`src/rtl/etg_pkg.sv`:
```
`default_nettype none
package etg_pkg;

    localparam int TIME_BITS_DEF     = 24;
    localparam int FRAC_BITS_DEF     = 16;
    localparam int ELASTIC_DEPTH_DEF = 256;

    localparam int CFG_IDX_W  = 3;
    localparam int CFG_DATA_W = 32;
    localparam int VALUE_W    = 32;
    localparam int DELTA_W    = 16;
    localparam int USER_OUT_W = 2;

    localparam longint Q30_ONE = 64'sd1073741824;
    localparam longint LN2_Q30 = 64'sd744261118;
    localparam longint PI_Q30  = 64'sd3373259426;
    localparam longint Q16_ONE = 64'sd65536;
    localparam longint ELASTIC_MAX = 64'sd131071;

    localparam logic MODE_TICK  = 1'b0;
    localparam logic MODE_START = 1'b1;

    typedef enum logic [2:0] {
        CFG_FROM     = 3'd0,
        CFG_TO       = 3'd1,
        CFG_DURATION = 3'd2,
        CFG_DELAY    = 3'd3,
        CFG_CURVE    = 3'd4,
        CFG_LOOP     = 3'd5,
        CFG_PINGPONG = 3'd6,
        CFG_CLAMP    = 3'd7
    } cfg_reg_t;

    typedef enum logic [3:0] {
        CURVE_LINEAR     = 4'd0,
        CURVE_INQUAD     = 4'd1,
        CURVE_OUTQUAD    = 4'd2,
        CURVE_INOUTQUAD  = 4'd3,
        CURVE_INCUBIC    = 4'd4,
        CURVE_OUTCUBIC   = 4'd5,
        CURVE_INOUTCUBIC = 4'd6,
        CURVE_OUTBOUNCE  = 4'd7,
        CURVE_OUTELASTIC = 4'd8
    } curve_t;

    localparam logic [1:0] CLAMP_NONE   = 2'd0;
    localparam logic [1:0] CLAMP_UNIT   = 2'd1;
    localparam logic [1:0] CLAMP_NONNEG = 2'd2;

    typedef enum logic [3:0] {
        ST_IDLE,
        ST_PREP,
        ST_DIV,
        ST_TSEL,
        ST_M1,
        ST_M2,
        ST_M3,
        ST_EASE,
        ST_INTERP,
        ST_RESULT
    } state_t;

    typedef enum logic [3:0] {
        OP_NONE,
        OP_START,
        OP_DELAY,
        OP_ADVANCE,
        OP_PREP,
        OP_DIV,
        OP_TSEL,
        OP_M1,
        OP_M2,
        OP_M3,
        OP_EASE,
        OP_INTERP,
        OP_RESULT
    } dp_op_t;

    typedef struct packed {
        dp_op_t op;
    } dp_cmd_t;

    typedef struct packed {
        logic active;
        logic delay_hold;
        logic out_busy;
    } dp_status_t;

    // elaboration-time helpers for the elastic curve table
    function automatic longint exp_neg_q30(input longint y);
        longint sum;
        longint term;
        sum  = Q30_ONE;
        term = Q30_ONE;
        for (int k = 1; k <= 14; k++)
        begin
            term = ((term * y) >>> 30) / 64'(k);
            if ((k & 1) == 1)
                sum = sum - term;
            else
                sum = sum + term;
        end
        return (sum < 0) ? 64'sd0 : sum;
    endfunction

    function automatic longint unsigned sin_q30(input longint unsigned th);
        longint unsigned th2;
        longint unsigned term;
        longint sum;
        th2  = (th * th) >> 30;
        sum  = longint'(th);
        term = th;
        for (int k = 1; k <= 9; k++)
        begin
            term = ((term * th2) >> 30) / 64'((2 * k) * (2 * k + 1));
            if ((k & 1) == 1)
                sum = sum - longint'(term);
            else
                sum = sum + longint'(term);
        end
        if (sum < 0)
            sum = 0;
        if (sum > Q30_ONE)
            sum = Q30_ONE;
        return longint'(sum);
    endfunction

    function automatic logic [16:0] elastic_finish(input longint a,
                                                   input longint unsigned sv,
                                                   input longint q);
        longint unsigned mag;
        longint v;
        mag = (longint'(unsigned'(a)) * sv + (64'd1 << 43)) >> 44;
        if (q >= 2)
            v = Q16_ONE - longint'(mag);
        else
            v = Q16_ONE + longint'(mag);
        if (v < 0)
            v = 0;
        if (v > ELASTIC_MAX)
            v = ELASTIC_MAX;
        return v[16:0];
    endfunction

endpackage
`default_nettype wire

```
`src/rtl/etg_ctrl.sv`:
```
`default_nettype none
module etg_ctrl #(
    parameter int FRAC_BITS = etg_pkg::FRAC_BITS_DEF
) (
    input  wire logic                  clk,
    input  wire logic                  rst_n,
    input  wire logic                  s_tvalid,
    input  wire logic                  s_tuser,   // mode
    output logic                       s_tready,
    input  wire etg_pkg::dp_status_t   status,
    output etg_pkg::dp_cmd_t           cmd
);
    import etg_pkg::*;

    localparam int CNT_W = $clog2(FRAC_BITS);

    state_t             state_reg, state_next;
    logic [CNT_W-1:0]   cnt_reg, cnt_next;

    always_ff @(posedge clk or negedge rst_n)
    begin
        if (!rst_n)
        begin
            state_reg <= ST_IDLE;
            cnt_reg   <= '0;
        end
        else
        begin
            state_reg <= state_next;
            cnt_reg   <= cnt_next;
        end
    end

    always_comb
    begin
        state_next = state_reg;
        cnt_next   = cnt_reg;
        cmd.op     = OP_NONE;
        s_tready   = 1'b0;
        unique case (state_reg)
            ST_IDLE:
            begin
                s_tready = 1'b1;
                if (s_tvalid)
                begin
                    priority if (s_tuser == MODE_START)
                        cmd.op = OP_START;
                    else if (!status.active)
                        cmd.op = OP_NONE;
                    else if (status.delay_hold)
                        cmd.op = OP_DELAY;
                    else
                    begin
                        cmd.op     = OP_ADVANCE;
                        state_next = ST_PREP;
                    end
                end
            end
            ST_PREP:
            begin
                cmd.op     = OP_PREP;
                cnt_next   = '0;
                state_next = ST_DIV;
            end
            ST_DIV:
            begin
                cmd.op = OP_DIV;
                if (cnt_reg == CNT_W'(FRAC_BITS - 1))
                    state_next = ST_TSEL;
                else
                    cnt_next = cnt_reg + 1'b1;
            end
            ST_TSEL:
            begin
                cmd.op     = OP_TSEL;
                state_next = ST_M1;
            end
            ST_M1:
            begin
                cmd.op     = OP_M1;
                state_next = ST_M2;
            end
            ST_M2:
            begin
                cmd.op     = OP_M2;
                state_next = ST_M3;
            end
            ST_M3:
            begin
                cmd.op     = OP_M3;
                state_next = ST_EASE;
            end
            ST_EASE:
            begin
                cmd.op     = OP_EASE;
                state_next = ST_INTERP;
            end
            ST_INTERP:
            begin
                cmd.op     = OP_INTERP;
                state_next = ST_RESULT;
            end
            ST_RESULT:
            begin
                // hold here while the previous result is still waiting
                if (!status.out_busy)
                begin
                    cmd.op     = OP_RESULT;
                    state_next = ST_IDLE;
                end
            end
            default:
            begin
                state_next = ST_IDLE;
            end
        endcase
    end

    a_prep_to_div: assert property (@(posedge clk) disable iff (!rst_n)
        state_reg == ST_PREP |=> state_reg == ST_DIV)
        else $error("prep not followed by divide");

    a_div_exit: assert property (@(posedge clk) disable iff (!rst_n)
        (state_reg == ST_DIV && cnt_reg == CNT_W'(FRAC_BITS - 1)) |=> state_reg == ST_TSEL)
        else $error("divide did not end after all quotient bits");

    a_m1_order: assert property (@(posedge clk) disable iff (!rst_n)
        state_reg == ST_M1 |-> $past(state_reg == ST_TSEL))
        else $error("multiply sequence entered out of order");

endmodule
`default_nettype wire

```
`config.mk`:
```
export PLATFORM = sky130hd
export DESIGN_NAME = etg_ctrl
export DESIGN_NICKNAME = d
export VERILOG_FILES = /design/src/rtl/etg_pkg.sv /design/src/rtl/etg_ctrl.sv
export SDC_FILE = /design/constraint.sdc
export NUM_CORES = 1
export LEC_CHECK = 0
export BUFFER_PORTS_ARGS = -buffer_cell sky130_fd_sc_hd__buf_2
export CAP_MARGIN = 10
export CORE_MARGIN = 1.5
export CORE_UTILIZATION = 40
export CTS_CLUSTER_DIAMETER = 60
export DETAILED_ROUTE_END_ITERATION = 6
export HOLD_SLACK_MARGIN = 0.03
export PLACE_DENSITY = 0.69
export SLEW_MARGIN = 20
export SYNTH_ARGS = -nofsm -noshare
export SYNTH_HDL_FRONTEND = slang
export SYNTH_SLANG_ARGS = --single-unit
```
`constraint.sdc`:
```
create_clock -name clk -period 1.7 [get_ports clk]
set_input_delay 0.255 -clock clk [delete_from_list [all_inputs] [get_ports clk]]
set_output_delay 0.255 -clock clk [all_outputs]
set_load 0.005 [all_outputs]
```
==> results.yml, run 1 <==
detailed_routing:
  dr.first_iter.drc_count: 3
  postRouteAntennaNets: 0
  via_per_inst: 6.08
  wl_per_cell_um: 14.8
  firstDrtPassIters: 2
  remaining_drc_errors: 0
  via_count: 626
  wirelength_um: 1530
yosys:
  async_reset_ff_share_pct: 100
  ys_types: 37
  syn-num-nets: 81
  syn-instance-count: 73
  avgSynthCellArea_um2: 8.86
  synth-edff-count: 0
  ys_ff_latch: 8
  synth_warnings: 0
  ys_seq_area_share_pct: 30.9
  netlist_area_um2: 647
  synth_top_flop_cell: "dfrtp_1"
outcome:
  outcome: "finished, final reports clean"
floorplanning:
  core_area_mm2: 0.00151
  fp.dieW_um: 43.2
  die_h_um: 43.2
  row_count: 14
  dieArea_mm2: 0.00187
  pin_count: 12
  initial_core_util_pct: 42.9
setup_path:
  reg2reg_slack_ns: 0.20
  critPathSlowestCell: "dfrtp_2"
  path_cells: "or2_4 > o211ai_1 > o21ai_0 > buf_2"
  path_max_fanout: 7
  timing.critical_path.buf_inv: 1
  rr_startpoint: "state_reg[1]$_DFFE_PN0P_"
  r2r_end: "cnt_reg[3]$_DFFE_PN0P_"
  cp.arrival_ns: 1.39
  slowest_delay_ns: 0.43
  crit_family: "flip-flops"
  required_ns: 1.44
  reg2reg_depth: 4
  critical_path_class: "flip-flop to output pin"
  start_kind: "flip-flop"
  critPathCaptureType: "output pin"
clocking:
  cts_buffer_depth: 2
  clkTransAtPathRegs_ns: 0.06
  cts_htree_levels: 1
  clk_latency_ns: 0.26
  numCtsBuffers: 3
  cts_tree: "built"
  cts_sinks: 8
  clock-root-buffer: "clkbuf_4"
global_routing:
  grt_pass1_vias: 572
  grt_pass1_wl_um: 2530
  grt_start_max_net_pins: 18
  antenna_found_initial: 0
  gr-total-overflow: 0
  grtUsageTotal_pct: 18.0
cells_and_area:
  fin_area_um2: 747
  final_util_pct: 49.6
  antenna_cells: 0
  register_area_um2: 201
  fill_cells: 145
  multiInputGateArea_um2: 393
  area.growth.synth_to_final_pct: 15.5
  drive_above_1_share_pct: 34.5
  nNetsFinal: 97
flow_run:
  drv_cap: 0
timing:
  maxSlewViolCount: 0
  setup_viol: 0
  fin_skew_ns: 0.00243
  tns_ns: 0
  fin_crit_sh_pct: 97.0
  max_clock_freq_mhz: 606
  slew_headroom_pct: 80.7
  tightestPinTransition_ns: 0.290
  setup_slack_ns: 0.0510
  period_needed_ns: 1.65
  finalHoldViolCount: 0
pwr:
  powerDensity_mw_per_mm2: 1850
  ir_drop_mv: 0.869
  leakagePower_nw: 0.336
  total_power_mw: 1.38
hold_path:
  whs_endpoint: "state_reg[0]$_DFFE_PN0P_"
  worstHoldPathType: "input port to flip-flop"
  min-delay-start: "status[0]"
  hold_depth: 3
placement:
  dpl-instance-area_um2: 696
  place_ws_ns: 0.265
  dp_hpwl_um: 1060
  port_buffers: 11
  finalWeightedCongestion: 0.825
-- worst max path at each step --
stage                                   from     end  depth (start not counted)
floorplan           state_reg[2]$_DFFE_PN0P_  cmd[1]                          5
global placement    state_reg[2]$_DFFE_PN0P_  cmd[1]                          4
detailed placement  state_reg[2]$_DFFE_PN0P_  cmd[1]                          4
CTS                 state_reg[1]$_DFFE_PN0P_  cmd[3]                          4
global route        state_reg[2]$_DFFE_PN0P_  cmd[0]                          5
finish              state_reg[2]$_DFFE_PN0P_  cmd[1]                          4
-- metrics by stage --
step	cells	hold WS (ns)
2_1_floorplan	73	-0.0406
3_3_place_gp	98	0.110
3_5_place_dp	98	0.111
4_1_cts	102	0.332
5_1_grt	103	0.352
6_report	103	0.330
-- cells in the mapped netlist (2+ instances only) --
cell type,count,share of area [%]
o31ai_1,2,2.3
nand3_1,5,3.9
nor2_1,6,3.5
nor2b_1,4,3.9
o21ai_0,3,2.3
nand2_1,6,3.5
dfrtp_1,8,31
a221oi_2,2,4.6
nor3b_1,2,2.3
a21oi_1,3,2.3
o32ai_1,2,2.7
buf_6,3,5.2
nor3_1,3,2.3
-- placed cells by master (no fill, tap or decap), types with 2 or more instances in the layout --
| cell | netlist | routed |
|---|---|---|
| a21oi_1 | 3 | 3 |
| a221oi_2 | 2 | 2 |
| buf_2 | 1 | 11 |
| buf_4 | 1 | 6 |
| clkbuf_4 | 0 | 3 |
| dfrtp_1 | 8 | 7 |
| nand2_1 | 6 | 6 |
| nand3_1 | 5 | 5 |
| nor2_1 | 6 | 4 |
| nor2_2 | 0 | 2 |
| nor2b_1 | 4 | 3 |
| nor3_1 | 3 | 3 |
| nor3b_1 | 2 | 2 |
| o21ai_0 | 3 | 3 |
| o31ai_1 | 2 | 2 |
| o32ai_1 | 2 | 2 |
-- what timing repair did --
item | CTS | global route
setup buffers | 0 | 1
endpoints found under the hold margin | 8 | 0
hold buffers | 1 | 0
cloned | 0 | 0
setup endpoints to repair | 1 | 4
gates resized for setup | 1 | 4
-- area by class of cell --
type	count	share of cell area (%)
well taps	16	2.68
repair buffers	18	14.7
flip-flops and latches	8	27.0
multi-input cells	58	52.6
clock buffers	3	3.02
-- cells by family after synthesis --
group           after synthesis  share of synthesized area, %
simple gates                 36                          31.5
compound gates               19                          23.0
buf+inv                       7                          9.86
flops                         8                          30.9
xor+xnor                      2                          2.71
fa+ha+maj                     1                          1.93
-- power breakdown --
group          switching [mW]  internal [mW]  leakage, nW  total (mW)
Sequential              0.106          0.271        0.102       0.377
Clock                  0.0714         0.0813       0.0138       0.153
Combinational           0.438          0.416        0.220       0.854
-- worst reg2reg max path, stage by stage (launching register included) --
cell	delay (ns)
dfrtp_1	0.48
buf_4	0.20
or3_1	0.42
a21boi_1	0.20
a311oi_1	0.07
-- routing by layer --
| metal | track usage, % | vias to the layer above | part of all wire, % |
|---|---|---|---|
| li1 | - | 303 | - |
| met1 | 23.3 | 311 | 49 |
| met2 | 29.0 | 10 | 48 |
| met3 | 1.28 | 2 | 2.2 |
| met4 | 10.9 | 0 | 1.4 |
| met5 | 0 | - | 0 |
Power figures use the tool's default switching activity.
==> run 2, diff against run 1 <==
--- a/config.mk
+++ b/config.mk
@@ -5,6 +5,7 @@
 export SDC_FILE = /design/constraint.sdc
 export NUM_CORES = 1
 export LEC_CHECK = 0
+export ABC_AREA = 1
 export BUFFER_PORTS_ARGS = -buffer_cell sky130_fd_sc_hd__buf_2
 export CAP_MARGIN = 10
 export CORE_MARGIN = 1.5
@@ -12,7 +13,7 @@
 export CTS_CLUSTER_DIAMETER = 60
 export DETAILED_ROUTE_END_ITERATION = 6
 export HOLD_SLACK_MARGIN = 0.03
-export PLACE_DENSITY = 0.69
+export PLACE_DENSITY = 0.7
 export SLEW_MARGIN = 20
 export SYNTH_ARGS = -nofsm -noshare
 export SYNTH_HDL_FRONTEND = slang
==> results.yml, run 2 <==
setup_path:
  reg2reg_depth: 7
  start_kind: "flip-flop"
  reg2reg_slack_ns: 0.49
  critPathCaptureType: "output pin"
  critical_path_class: "flip-flop to output pin"
  cp.arrival_ns: 1.33
  path_max_fanout: 5
  required_ns: 1.44
  rr_startpoint: "cnt_reg[0]$_DFFE_PN0P_"
  r2r_end: "cnt_reg[3]$_DFFE_PN0P_"
cells_and_area:
  final_util_pct: 53.0
  final_cell_mix: "23 x nand2_1, 11 x buf_2, 9 x nor2_1, 9 x nand3_1, 6 x inv_1"
  final_common_cell: "nand2_1"
  area.growth.synth_to_final_pct: 24.2
  nNetsFinal: 106
  drive_above_1_share_pct: 33.3
  antenna_cells: 0
yosys:
  avgSynthCellArea_um2: 6.85
  syn-num-nets: 88
  synth_warnings: 0
  netlist_area_um2: 548
  async_reset_ff_share_pct: 100
  synth.top_cell.area_share_pct: 36.5
  ys_seq_area_share_pct: 36.5
  yosys-top-cells-area: "dfrtp_1 37%, nand2_1 16%, nand3_1 8.2%"
  ys_top_cells_by_count: "23 x nand2_1, 11 x nor2_1, 9 x nand3_1"
  synth_top_flop_cell: "dfrtp_1"
  ys_ff_latch: 8
  syn-instance-count: 80
  synth_area_leader_cell: "dfrtp_1"
  synth-edff-count: 0
  synth.most_common_cell: "nand2_1"
  ys_types: 19
clocking:
  cts_buffer_depth: 2
  numCtsBuffers: 3
  cts_sinks: 8
  clk_latency_ns: 0.25
  clock-root-buffer: "clkbuf_4"
  cts_htree_levels: 1
  cts_tree: "built"
  clkTransAtPathRegs_ns: 0.05
detailed_routing:
  remaining_drc_errors: 0
  via_per_inst: 5.06
  wirelength_um: 1160
  postRouteAntennaNets: 0
  via_count: 562
  wl_per_cell_um: 10.4
  dr.first_iter.drc_count: 10
  firstDrtPassIters: 4
hold_path:
  hold_depth: 3
  whs_endpoint: "state_reg[0]$_DFFE_PN0P_"
  worstHoldPathType: "input port to flip-flop"
  min-delay-start: "status[0]"
global_routing:
  grtUsageTotal_pct: 15.9
  grt_start_max_net_pins: 9
  grt_pass1_wl_um: 1660
  grt_pass1_vias: 427
  antenna_found_initial: 0
  gr-total-overflow: 0
timing:
  max_clock_freq_mhz: 629
  period_needed_ns: 1.59
  fin_skew_ns: 0.00356
  rsz0062_at_grt: "false"
  finalHoldViolCount: 0
  setup_viol: 0
  slew_headroom_pct: 85.6
  fin_crit_sh_pct: 93.5
  tns_ns: 0
  maxSlewViolCount: 0
  tightestPinTransition_ns: 0.216
floorplanning:
  row_count: 13
  initial_core_util_pct: 42.6
  dieArea_mm2: 0.00160
  core_area_mm2: 0.00128
  die_h_um: 40.0
  pin_count: 12
  fp.dieW_um: 40.0
flow_run:
  drv_cap: 0
outcome:
  outcome: "finished, final reports clean"
pwr:
  ir_drop_mv: 0.672
  powerDensity_mw_per_mm2: 1710
  leakagePower_nw: 0.380
placement:
  port_buffers: 11
  dp_hpwl_um: 908
  finalWeightedCongestion: 0.721
[run 2: cells by family (layout without fill, tap and decap cells)]
logic type,Yosys count,in the layout,synth area share (%)
AO/OA/AOI/OAI,5,5,5.48
adder cells (fa/ha/maj),1,1,2.28
AND/OR/NAND/NOR,56,56,48.9
buffers and inverters,10,26,6.85
flip-flops,8,8,36.5
[run 2: how the worst max path moves through the flow]
stage	from	to	slack, ns	depth (start not counted)
global route	state_reg[2]$_DFFE_PN0P_	cmd[0]	0.02	6
floorplan	state_reg[1]$_DFFE_PN0P_	cmd[1]	0.49	5
detailed placement	state_reg[0]$_DFFE_PN0P_	cmd[1]	0.29	6
finish	state_reg[0]$_DFFE_PN0P_	cmd[1]	0.11	6
CTS	state_reg[0]$_DFFE_PN0P_	cmd[1]	0.007	6
global placement	state_reg[0]$_DFFE_PN0P_	cmd[1]	0.31	6
[run 2: layout make-up]
type                    count  area [um^2]
well taps                  15         18.8
clock buffers               3         22.5
fillers                   130          604
multi-input cells          62          325
repair buffers             13         72.6
flip-flops and latches      8          204
inverters                  10         37.5
[run 2: layer usage]
layer / wire length (um) / global-route usage, %
met1: 544 / 20.8
met2: 554 / 24.6
met3: 43 / 3.33
met4: 15 / 7.76
met5: 0 / 0
[run 2: power by group]
part	leakage [nW]	switching, mW	internal, mW
logic	0.264	0.398	0.262
registers	0.103	0.0924	0.263
clock network	0.0138	0.0667	0.0809
total	0.380	0.558	0.605
[run 2: what timing repair did]
action                                  CTS  global route
gates resized for setup                   0             8
buffers inserted                          0             1
endpoints found under the setup margin    0             3
endpoints found under the hold margin     8             0
hold buffers                              1             0
[run 2: metrics by stage]
stage / setup slack (ns) / total power [mW] / area [um^2] / hold WS [ns] / cells
floorplan: 0.490 / 0.772 / 548 / -0.0406 / 80
global placement: 0.310 / 0.952 / 622 / 0.108 / 106
detailed placement: 0.293 / 0.959 / 622 / 0.111 / 106
CTS: 0.00693 / 1.11 / 654 / 0.345 / 110
global route: 0.0161 / 1.27 / 681 / 0.355 / 111
finish: 0.111 / 1.16 / 681 / 0.353 / 111
[run 2: worst max-delay path, cell delays in order, from the launching register on]
cell     delay [ns]
dfrtp_2        0.42
inv_2          0.09
nand2_4        0.09
nor2_1         0.06
a31oi_1        0.18
nand3_1        0.10
buf_2          0.14
==> run 3, diff against run 2 <==
--- a/config.mk
+++ b/config.mk
@@ -10,6 +10,7 @@
 export CAP_MARGIN = 10
 export CORE_MARGIN = 1.5
 export CORE_UTILIZATION = 40
+export CTS_BUF_LIST = sky130_fd_sc_hd__clkbuf_2
 export CTS_CLUSTER_DIAMETER = 60
 export DETAILED_ROUTE_END_ITERATION = 6
 export HOLD_SLACK_MARGIN = 0.03
@@ -18,3 +19,4 @@
 export SYNTH_ARGS = -nofsm -noshare
 export SYNTH_HDL_FRONTEND = slang
 export SYNTH_SLANG_ARGS = --single-unit
+export TNS_END_PERCENT = 20
==> results.yml, run 3 (synthesis results as in run 2) <==
setup_path:
  slowest_delay_ns: 0.43
  timing.critical_path.buf_inv: 2
  rr_startpoint: "state_reg[2]$_DFFE_PN0P_"
  critPathSlowestCell: "dfrtp_2"
  r2r_end: "cnt_reg[3]$_DFFE_PN0P_"
  required_ns: 1.44
  path_cells: "inv_2 > nand2_2 > nor2_1 > a31oi_1 > nand3_1 > buf_2"
  cp.arrival_ns: 1.35
  critical_path_class: "flip-flop to output pin"
  cp-startpoint: "state_reg[0]$_DFFE_PN0P_"
  path_max_fanout: 5
  endpoint: "cmd[1]"
  crit_family: "flip-flops"
  critPathCaptureType: "output pin"
  reg2reg_slack_ns: 0.48
  critical_path_depth: 6
  start_kind: "flip-flop"
  reg2reg_depth: 6
timing:
  rsz0062_at_grt: "false"
  tns_ns: 0
  setup_viol: 0
  period_needed_ns: 1.60
  setup_slack_ns: 0.0987
  fin_skew_ns: 0.00502
  max_clock_freq_mhz: 624
  finalHoldViolCount: 0
  tightestPinTransition_ns: 0.251
  fin_crit_sh_pct: 94.2
  slew_headroom_pct: 83.2
  maxSlewViolCount: 0
cells_and_area:
  final_cell_mix: "23 x nand2_1, 11 x buf_2, 9 x nor2_1, 9 x nand3_1"
  antenna_cells: 0
  final_util_pct: 51.9
  drive_above_1_share_pct: 32.3
  nNetsFinal: 106
  area.growth.synth_to_final_pct: 21.7
  final_cells: 111
  fill_cells: 129
  final_common_cell: "nand2_1"
global_routing:
  antenna_found_initial: 0
  gr-total-overflow: 0
  grt_pass1_vias: 429
  grt_start_max_net_pins: 9
  grtUsageTotal_pct: 15.4
  grt_pass1_wl_um: 1640
floorplanning:
  pin_count: 12
  row_count: 13
  die_h_um: 40.0
  initial_core_util_pct: 42.6
  fp.dieW_um: 40.0
  core_area_mm2: 0.00128
  dieArea_mm2: 0.00160
detailed_routing:
  via_count: 562
  postRouteAntennaNets: 0
  remaining_drc_errors: 0
  via_per_inst: 5.06
  wirelength_um: 1120
  firstDrtPassIters: 4
  dr.first_iter.drc_count: 8
  wl_per_cell_um: 10.1
clocking:
  clkTransAtPathRegs_ns: 0.08
  cts_sinks: 8
  cts_htree_levels: 1
  numCtsBuffers: 3
  clk_latency_ns: 0.22
  clock-root-buffer: "clkbuf_2"
  cts_buffer_depth: 2
  cts_tree: "built"
flow_run:
  drv_cap: 0
placement:
  finalWeightedCongestion: 0.721
  dp_hpwl_um: 908
  port_buffers: 11
  place_inst: 106
  place_ws_ns: 0.293
pwr:
  leakagePower_nw: 0.377
  powerDensity_mw_per_mm2: 1660
  ir_drop_mv: 0.621
  total_power_mw: 1.11
hold_path:
  worstHoldPathType: "input port to flip-flop"
outcome:
  outcome: "finished, final reports clean"
## run 3: cell count changes in the layout (fill, tap and decap cells not counted)
cell      previous run  this run
nand2_4              1         0
nand2_2              1         2
clkbuf_2             0         3
dfrtp_1              5         6
clkbuf_4             3         0
dfrtp_2              3         2
## run 3: layer usage
layer	vias to the layer above	routed length (um)	GRT usage, %
met3	0	34	3.33
met5	-	0	0
met2	10	557	24.2
met4	0	0	5.17
met1	256	529	20.8
li1	296	-	-
## run 3: how the worst min path moves through the flow
stage          slack [ns]                       end  startpoint  depth (start not counted)
6_report             0.38  state_reg[3]$_DFFE_PN0P_   status[0]                          3
5_1_grt              0.37  state_reg[3]$_DFFE_PN0P_   status[0]                          3
4_1_cts              0.36  state_reg[3]$_DFFE_PN0P_   status[0]                          3
3_5_place_dp         0.11    cnt_reg[1]$_DFFE_PN0P_       rst_n                          1
3_3_place_gp         0.11    cnt_reg[1]$_DFFE_PN0P_       rst_n                          1
2_1_floorplan       -0.04    cnt_reg[0]$_DFFE_PN0P_       rst_n                          0
## run 3: area by class of cell
type	instances	area [um^2]	area share [%]
multi-input cells	62	320	48.0
clock buffers	3	15.0	2.25
well taps	15	18.8	2.81
flip-flops and latches	8	203	30.4
inverters	10	37.5	5.63
repair buffers	13	72.6	10.9
## run 3: stage by stage
step / area [um^2] / hold WS (ns)
global placement: 622 / 0.108
finish: 667 / 0.375
global route: 667 / 0.368
floorplan: 548 / -0.0406
CTS: 647 / 0.363
detailed placement: 622 / 0.111
## run 3: what timing repair did
action                                  4_1_cts  5_1_grt
gates resized for setup                       0        6
endpoints found under the hold margin         8        0
hold buffers                                  1        0
endpoints found under the setup margin        0        3
setup buffers                                 0        1
## run 3: worst min-delay path: stages
cell and delay (ns):
buf_2 0.10, nand3_1 0.13, nand2_1 0.07
## run 3: power breakdown
| part | leakage [nW] | switching, mW | internal, mW |
|---|---|---|---|
| clock network | 0.0125 | 0.0616 | 0.0482 |
| registers | 0.104 | 0.0915 | 0.260 |
| logic | 0.261 | 0.390 | 0.256 |
